[src/sv/jump_limit_filter_macros.svh]
// ----------------------------------------------------------------------------
// Jump limit filter assertion macros
// Shared concurrent assertion forms, clocked and disabled in reset.
// ----------------------------------------------------------------------------
`ifndef JUMP_LIMIT_FILTER_MACROS_SVH
`define JUMP_LIMIT_FILTER_MACROS_SVH

// same-cycle implication
`define JLF_ASSERT_IMP(lbl, clk_s, rst_s, ante, cons, msg) \
  lbl: assert property (@(posedge clk_s) disable iff (rst_s) (ante) |-> (cons)) \
    else $error(msg);

// next-cycle implication
`define JLF_ASSERT_NXT(lbl, clk_s, rst_s, ante, cons, msg) \
  lbl: assert property (@(posedge clk_s) disable iff (rst_s) (ante) |=> (cons)) \
    else $error(msg);

`endif

[src/sv/jlf_pkg.sv]
`timescale 1ns / 1ps
// ----------------------------------------------------------------------------
// Jump limit filter package
// Register indexes, reset values and the structs passed between modules.
// ----------------------------------------------------------------------------
package jlf_pkg;

  localparam int SampleW = 32;
  localparam int TolW    = 31;
  localparam int QuotaW  = 11;

  localparam logic REG_TOLERANCE = 1'b0;
  localparam logic REG_QUOTA     = 1'b1;

  localparam logic [TolW-1:0]   TOL_RESET   = 31'd327680;
  localparam logic [QuotaW-1:0] QUOTA_RESET = 11'd2;

  typedef struct packed {
    logic [TolW-1:0]   tolerance;
    logic [QuotaW-1:0] quota;     // already clamped to 1..QUOTA_MAX
  } cfg_t;

  typedef struct packed {
    logic sample_go;
    logic restart_go;
  } ctl_t;

  typedef struct packed {
    logic signed [SampleW-1:0] filtered;
    logic                      held;
  } res_t;

endpackage

[src/sv/jlf_near.sv]
`timescale 1ns / 1ps
// ----------------------------------------------------------------------------
// Jump limit filter nearness compare
// |a - b| <= tolerance, difference formed at 33 bits so it cannot overflow.
// ----------------------------------------------------------------------------
module jlf_near (
  input  logic signed [jlf_pkg::SampleW-1:0] a,
  input  logic signed [jlf_pkg::SampleW-1:0] b,
  input  logic [jlf_pkg::TolW-1:0]           tolerance,
  output logic                               near
);
  import jlf_pkg::*;

  logic [SampleW:0] diff;
  logic [SampleW:0] mag;

  always_comb begin
    diff = {a[SampleW-1], a} - {b[SampleW-1], b};
    mag  = diff[SampleW] ? (~diff + 1'b1) : diff;
    near = mag <= {2'b00, tolerance};
  end

endmodule

[src/sv/jlf_core.sv]
`timescale 1ns / 1ps
// ----------------------------------------------------------------------------
// Jump limit filter decision core
// Holds the filter state and decides pass or hold for the staged item.
// ----------------------------------------------------------------------------
module jlf_core #(
  parameter int QUOTA_MAX = 1024
) (
  input  logic                               clk,
  input  logic                               rst,
  input  jlf_pkg::cfg_t                      cfg,
  input  jlf_pkg::ctl_t                      ctl,
  input  logic signed [jlf_pkg::SampleW-1:0] sample,
  output jlf_pkg::res_t                      res
);
  import jlf_pkg::*;

  localparam int QW = $clog2(QUOTA_MAX + 1);
  localparam int CW = ((QW > QuotaW) ? QW : QuotaW) + 1;
  localparam logic [QW-1:0] QMAX = QW'(QUOTA_MAX);

  logic [QW-1:0]             seen_count;
  logic [QW-1:0]             seen_count_next;
  logic [QW-1:0]             near_run;
  logic [QW-1:0]             near_run_next;
  logic signed [SampleW-1:0] held_value;
  logic signed [SampleW-1:0] previous_sample;

  logic near_prev;
  logic near_held;
  logic take;
  logic [CW-1:0] q_ext;

  jlf_near u_near_prev (
    .a         (sample),
    .b         (previous_sample),
    .tolerance (cfg.tolerance),
    .near      (near_prev)
  );

  jlf_near u_near_held (
    .a         (sample),
    .b         (held_value),
    .tolerance (cfg.tolerance),
    .near      (near_held)
  );

  always_comb begin
    q_ext = CW'(cfg.quota);
    if ((seen_count != '0) && near_prev) begin
      near_run_next = (near_run < QMAX) ? near_run + 1'b1 : near_run;
    end else begin
      near_run_next = '0;
    end
    seen_count_next = (seen_count < QMAX) ? seen_count + 1'b1 : seen_count;

    take         = 1'b0;
    res.filtered = sample;
    res.held     = 1'b0;
    if (seen_count == '0) begin
      take = 1'b1;
    end else if (CW'(seen_count_next) < q_ext) begin
      if (!near_held) begin
        res.filtered = held_value;
        res.held     = 1'b1;
      end
    end else if (near_held || (CW'(near_run_next) + 1'b1 >= q_ext)) begin
      take = 1'b1;
    end else begin
      res.filtered = held_value;
      res.held     = 1'b1;
    end
  end

  always_ff @(posedge clk) begin
    if (rst) begin
      seen_count      <= '0;
      near_run        <= '0;
      held_value      <= '0;
      previous_sample <= '0;
    end else if (ctl.restart_go) begin
      seen_count <= '0;
    end else if (ctl.sample_go) begin
      seen_count      <= seen_count_next;
      near_run        <= near_run_next;
      previous_sample <= sample;
      if (take) begin
        held_value <= sample;
      end
    end
  end

endmodule

[src/sv/jump_limit_filter.sv]
`timescale 1ns / 1ps
`include "jump_limit_filter_macros.svh"
// ----------------------------------------------------------------------------
// Jump limit filter
// Jump limiter on a stream of signed Q16.16 samples.
// ----------------------------------------------------------------------------
// Takes one item per cycle while in_stall is low; each sample passes through
// an input register, which feeds the nearness compares and the decision, whose
// outcome is captured in the output register together with the filter state.
// A restart item clears the sample count and yields no result. The input
// stalls only when a sample waits in the input register while the output
// register is full and stalled. Configuration takes effect on the next item.
// ----------------------------------------------------------------------------
module jump_limit_filter #(
  parameter int QUOTA_MAX = 1024
) (
  input  logic                               clk,
  input  logic                               rst,
  input  logic                               cfg_write,
  input  logic                               cfg_index,
  input  logic [jlf_pkg::TolW-1:0]           cfg_data,
  input  logic                               in_valid,
  output logic                               in_stall,
  input  logic                               mode,
  input  logic signed [jlf_pkg::SampleW-1:0] sample,
  output logic                               out_valid,
  input  logic                               out_stall,
  output logic signed [jlf_pkg::SampleW-1:0] filtered,
  output logic                               jump_held
);
  import jlf_pkg::*;

  localparam int QW = $clog2(QUOTA_MAX + 1);
  localparam int CW = ((QW > QuotaW) ? QW : QuotaW) + 1;

  logic [TolW-1:0]   tolerance;
  logic [QuotaW-1:0] quota;
  cfg_t              cfg;

  logic                      s1_valid;
  logic                      s1_mode;
  logic signed [SampleW-1:0] s1_sample;

  logic out_free;
  logic s1_go;
  logic accept;
  ctl_t ctl;
  res_t res;

  always_ff @(posedge clk) begin
    if (rst) begin
      tolerance <= TOL_RESET;
      quota     <= QUOTA_RESET;
    end else if (cfg_write) begin
      case (cfg_index)
        REG_TOLERANCE: tolerance <= cfg_data;
        REG_QUOTA:     quota     <= cfg_data[QuotaW-1:0];
        default: ;
      endcase
    end
  end

  always_comb begin
    cfg.tolerance = tolerance;
    if (quota == '0) begin
      cfg.quota = QuotaW'(1);
    end else if (CW'(quota) > CW'(QUOTA_MAX)) begin
      cfg.quota = QuotaW'(QUOTA_MAX);
    end else begin
      cfg.quota = quota;
    end
  end

  assign out_free       = !out_valid || !out_stall;
  assign s1_go          = s1_valid && (s1_mode || out_free);
  assign in_stall       = s1_valid && !s1_go;
  assign accept         = in_valid && !in_stall;
  assign ctl.sample_go  = s1_go && !s1_mode;
  assign ctl.restart_go = s1_go && s1_mode;

  always_ff @(posedge clk) begin
    if (rst) begin
      s1_valid <= 1'b0;
    end else if (accept) begin
      s1_valid <= 1'b1;
    end else if (s1_go) begin
      s1_valid <= 1'b0;
    end
  end

  always_ff @(posedge clk) begin
    if (accept) begin
      s1_mode   <= mode;
      s1_sample <= sample;
    end
  end

  jlf_core #(
    .QUOTA_MAX (QUOTA_MAX)
  ) u_core (
    .clk    (clk),
    .rst    (rst),
    .cfg    (cfg),
    .ctl    (ctl),
    .sample (s1_sample),
    .res    (res)
  );

  always_ff @(posedge clk) begin
    if (rst) begin
      out_valid <= 1'b0;
    end else if (ctl.sample_go) begin
      out_valid <= 1'b1;
    end else if (!out_stall) begin
      out_valid <= 1'b0;
    end
  end

  always_ff @(posedge clk) begin
    if (ctl.sample_go) begin
      filtered  <= res.filtered;
      jump_held <= res.held;
    end
  end

  // item flow
  `JLF_ASSERT_IMP(a_stall_cause, clk, rst, in_stall, s1_valid && !s1_mode, "stall without waiting sample")
  `JLF_ASSERT_NXT(a_sample_out, clk, rst, ctl.sample_go, out_valid, "sample item gave no result")
  `JLF_ASSERT_NXT(a_restart_quiet, clk, rst, s1_valid && s1_mode && !out_valid, !out_valid, "restart gave a result")
  `JLF_ASSERT_NXT(a_out_drain, clk, rst, out_valid && !out_stall && !ctl.sample_go, !out_valid, "result repeated")

endmodule
[config.mk]
export PLATFORM = sky130hd
export DESIGN_NAME = jump_limit_filter
export DESIGN_NICKNAME = d
export VERILOG_FILES = /design/src/sv/jlf_pkg.sv /design/src/sv/jlf_near.sv /design/src/sv/jlf_core.sv /design/src/sv/jump_limit_filter.sv
export VERILOG_INCLUDE_DIRS = /design/src /design/src/sv
export SDC_FILE = /design/constraint.sdc
export NUM_CORES = 1
export LEC_CHECK = 0
export BUFFER_PORTS_ARGS = -buffer_cell sky130_fd_sc_hd__buf_2
export CORE_MARGIN = 8
export CORE_UTILIZATION = 45
export CTS_CLUSTER_DIAMETER = 80
export DETAILED_ROUTE_END_ITERATION = 6
export PLACE_DENSITY_LB_ADDON = 0.2
export SYNTH_ARGS = -nofsm -noshare
export SYNTH_HDL_FRONTEND = slang
export SYNTH_HIERARCHICAL = 1
export SYNTH_SLANG_ARGS = --single-unit
[constraint.sdc]
create_clock -name clk -period 7.8 [get_ports clk]
set_clock_uncertainty 0.15 [all_clocks]
set_input_delay 0.39 -clock clk [delete_from_list [all_inputs] [get_ports clk]]
set_output_delay 0.39 -clock clk [all_outputs]
set_load 0.01 [all_outputs]
==> results.sh <==
export IMPL_fillers=3245
export IMPL_p_comb_share_pct=38.9
export IMPL_crit_slowest_cell="or4_4"
export IMPL_final_common_cell="nand2_1"
export IMPL_placed_cell_area_mm2=0.0180
export IMPL_violations="setup timing"
export IMPL_final_cell_mix="256 x nand2_1, 211 x buf_4, 198 x a21oi_1"
export IMPL_ys_types=89
export IMPL_clk_path_buf_depth=2
export IMPL_die_area_mm2=0.0417
export IMPL_cp_required_ps=7870
export IMPL_cp_slowest_stage_delay_ps=530
export IMPL_htreeDepth=4
export IMPL_final_seq_area_mm2=0.00459
export IMPL_cts_tree="yes"
export IMPL_hp_start="cfg_data[19]"
export IMPL_synth_seq_area_share_pct=28.7
export IMPL_die_h_um=204
export IMPL_start_util_pct=45.3
export IMPL_tightestPinTransition_ps=1110
export IMPL_regToRegSetupSlack_ps=-380
export IMPL_antenna_left=0
export IMPL_synth_top_area_cell="dfxtp_1"
export IMPL_ys_flop_type="dfxtp_1"
export IMPL_rsz0062_at_grt="yes"
export IMPL_worst_path_most_repeated_cell="a21oi_1"
export IMPL_synth_cells=1969
export IMPL_crit_arrival_ps=8250
export IMPL_grtUsageTotal_pct=24.7
export IMPL_overflow=0
export IMPL_pwr_density_cell_mw_per_mm2=164
export IMPL_fmax_mhz=122
export IMPL_yosys_warnings=6
export IMPL_drive_gt1_share_pct=22.6
export IMPL_area_growth_synth_to_final_pct=26.0
export IMPL_hold_path_class="in -> reg"
export IMPL_wirelength_mm=52.1
export IMPL_rows=69
export IMPL_finalCritPeriodShare_pct=105
export IMPL_power_mw=3.30
export IMPL_core_mm2=0.0352
export IMPL_ir_drop_mv=0.186
export IMPL_insertion_delay_ps=470
export IMPL_intPower_mw=2.11
export IMPL_grt_pass1_vias=14993
export IMPL_crit_type="reg -> reg"
export IMPL_synth_edff_count=66
export IMPL_p_clk_share_pct=26.8
export IMPL_io_buffer_count=104
export IMPL_ioPinCount=105
export IMPL_max_cap_viol_count=0
export IMPL_path_max_fanout=4
export IMPL_rr_startpoint="s1_sample[3]$_DFFE_PP_"
export IMPL_swShare_pct=36.1
export IMPL_cts_buffers=17
export IMPL_syn_nets=2194
export IMPL_antenna_found_initial=0
export IMPL_hold_path_depth=3
export IMPL_hold_viol_final=0
export IMPL_routedWlPerCell_um=19.0
export IMPL_end_kind="register"
export IMPL_switching_power_mw=1.19
export IMPL_grt_max_degree=93
export IMPL_cts_reportedPaths_clkPinSlew_ps=80
export IMPL_dp_cells=2623
export IMPL_nNetsFinal=2500
export IMPL_cp_start_kind="register"
export IMPL_multiInputGateArea_mm2=0.0109
export IMPL_drc=0
export IMPL_fin_setup_tns_ps=-20490
export IMPL_synth_seq_cells=196
export IMPL_relSlewSlack_pct=26.2
export IMPL_cts_root_buf="clkbuf_16"
export IMPL_first_pass_iters=5
export IMPL_finalWorstSetupSlack_ps=-378
export IMPL_slew_viol_final=0
export IMPL_vias=15313
export IMPL_grt_first_pass_wirelength_mm=81.6
export IMPL_finalSetupViolCount=65
export IMPL_antenna_cells=0
export IMPL_viasPerCell=5.57
export IMPL_hpwl_mm=38.0
export IMPL_clock_sinks=196
export IMPL_syn_area_per_cell_um2=8.10
export IMPL_synth_top_area_share_pct=16.3
export IMPL_fin_crit_ps=8180
export IMPL_final_cell_area_mm2=0.0201
export IMPL_utilization_pct=57.0
export IMPL_synth_async_reset_ratio_pct=0
export IMPL_drt_first_iter_violations=976
export IMPL_synth_area_leaders="dfxtp_1 16%, edfxtp_1 12%, ha_1 12%, a21oi_1 6.4%, nand2_1 6.1%"
export IMPL_die_x_um=204
export IMPL_synth_area_mm2=0.0160
export IMPL_hold_path_endpoint="tolerance[19]$_SDFFE_PP0P_"
export IMPL_r2r_end="filtered[13]$_DFFE_PP_"
export IMPL_leakage_nw=8.13
export IMPL_reg2reg_depth=39
export IMPL_finalNonFillerCells=2749
export IMPL_status="finished, violations left"
export IMPL_seq_power_share_pct=34.3
export IMPL_routabilityCongestion=0.940
[cells in the mapped netlist (46+ instances only)]
cell type and count:
a21oi_1 205, clkbuf_1 47, dfxtp_1 130, edfxtp_1 66, ha_1 153, inv_1 157
nand2_1 259, nand2b_1 80, nor2_1 139, nor3_1 46, o21ai_0 54, xnor2_1 74
xor2_1 56
[cells by family (layout without fill, tap and decap cells)]
logic type,Yosys count,after routing,synth area share [%]
AOI/OAI and AO/OA,452,452,18.2
xor gates and xnor gates,130,130,7.14
adders and majority gates,155,155,12.3
buffers and inverters,247,566,6.63
DFF,196,196,28.7
muxes,66,66,4.40
and+or+nand+nor,723,723,22.7
[power groups by stage]
stage                     sequential [mW]  combinational, mW  clock, mW
after floorplan                      1.15              0.747          0
after global placement               1.15               1.09          0
after detailed placement             1.15               1.11          0
after CTS                            1.13               1.24      0.901
after global routing                 1.14               1.41      0.944
final                                1.13               1.29      0.887
[metrics by stage]
| stage | setup slack (ps) | hold WS, ps |
|---|---|---|
| 2_1_floorplan | 7.68 | 286 |
| 3_3_place_gp | -391 | 293 |
| 3_5_place_dp | -551 | 297 |
| 4_1_cts | -262 | 0.113 |
| 5_1_grt | -802 | 5.29 |
| 6_report | -378 | 20.6 |
[registers in the layout (all words and copies together) (netlist names)]
name                    count
filtered                   32
s1_sample                  32
u_core/held_value          32
u_core/previous_sample     32
tolerance                  31
quota                      11
u_core/near_run            11
u_core/seen_count          11
jump_held                   1
out_valid                   1
s1_mode                     1
s1_valid                    1
[per-layer routing]
| layer | global-route usage, % | wire length, um | up-vias |
|---|---|---|---|
| met5 | 0 | 0 | - |
| met4 | 8.31 | 1380 | 0 |
| met3 | 3.69 | 2770 | 72 |
| met2 | 39.8 | 23500 | 434 |
| met1 | 33.4 | 24400 | 7295 |
| li1 | - | - | 7512 |
[worst max-delay path, delay by kind of cell, from the launching register on]
family | cells | cell delay, ps
flops | 1 | 430
mux | 1 | 300
xor+xnor | 2 | 350
fa+ha+maj | 4 | 1140
buf+inv | 7 | 850
simple gates | 9 | 2030
compound gates | 16 | 2670
[worst max-delay path by stage]
stage,startpoint,cells past startpoint,slack [ps],endpoint
global placement,s1_sample[13]$_DFFE_PP_,34,-390,filtered[0]$_DFFE_PP_
detailed placement,s1_sample[13]$_DFFE_PP_,34,-550,filtered[27]$_DFFE_PP_
global route,s1_sample[3]$_DFFE_PP_,43,-800,u_core/held_value[5]$_SDFFE_PP0P_
finish,s1_sample[3]$_DFFE_PP_,39,-380,filtered[13]$_DFFE_PP_
CTS,s1_sample[0]$_DFFE_PP_,44,-260,u_core/held_value[10]$_SDFFE_PP0P_
floorplan,s1_sample[0]$_DFFE_PP_,42,8,filtered[11]$_DFFE_PP_
[cell type report]
| cell class | instances | area share (%) |
|---|---|---|
| flip-flops and latches | 196 | 22.8 |
| repair buffers | 377 | 14.4 |
| well taps | 461 | 2.87 |
| clock buffers | 17 | 2.12 |
| clock inverters | 15 | 0.722 |
| multi-input cells | 1526 | 54.1 |
| inverters | 157 | 2.93 |
[repair_timing]
action	4_1_cts	5_1_grt
gates cloned	6	1
hold endpoints to repair	44	0
hold buffers	44	0
pin swaps	41	26
resized for setup	88	34
setup endpoints to repair	65	65
buffers inserted	38	8
Power figures use the tool's default switching activity.
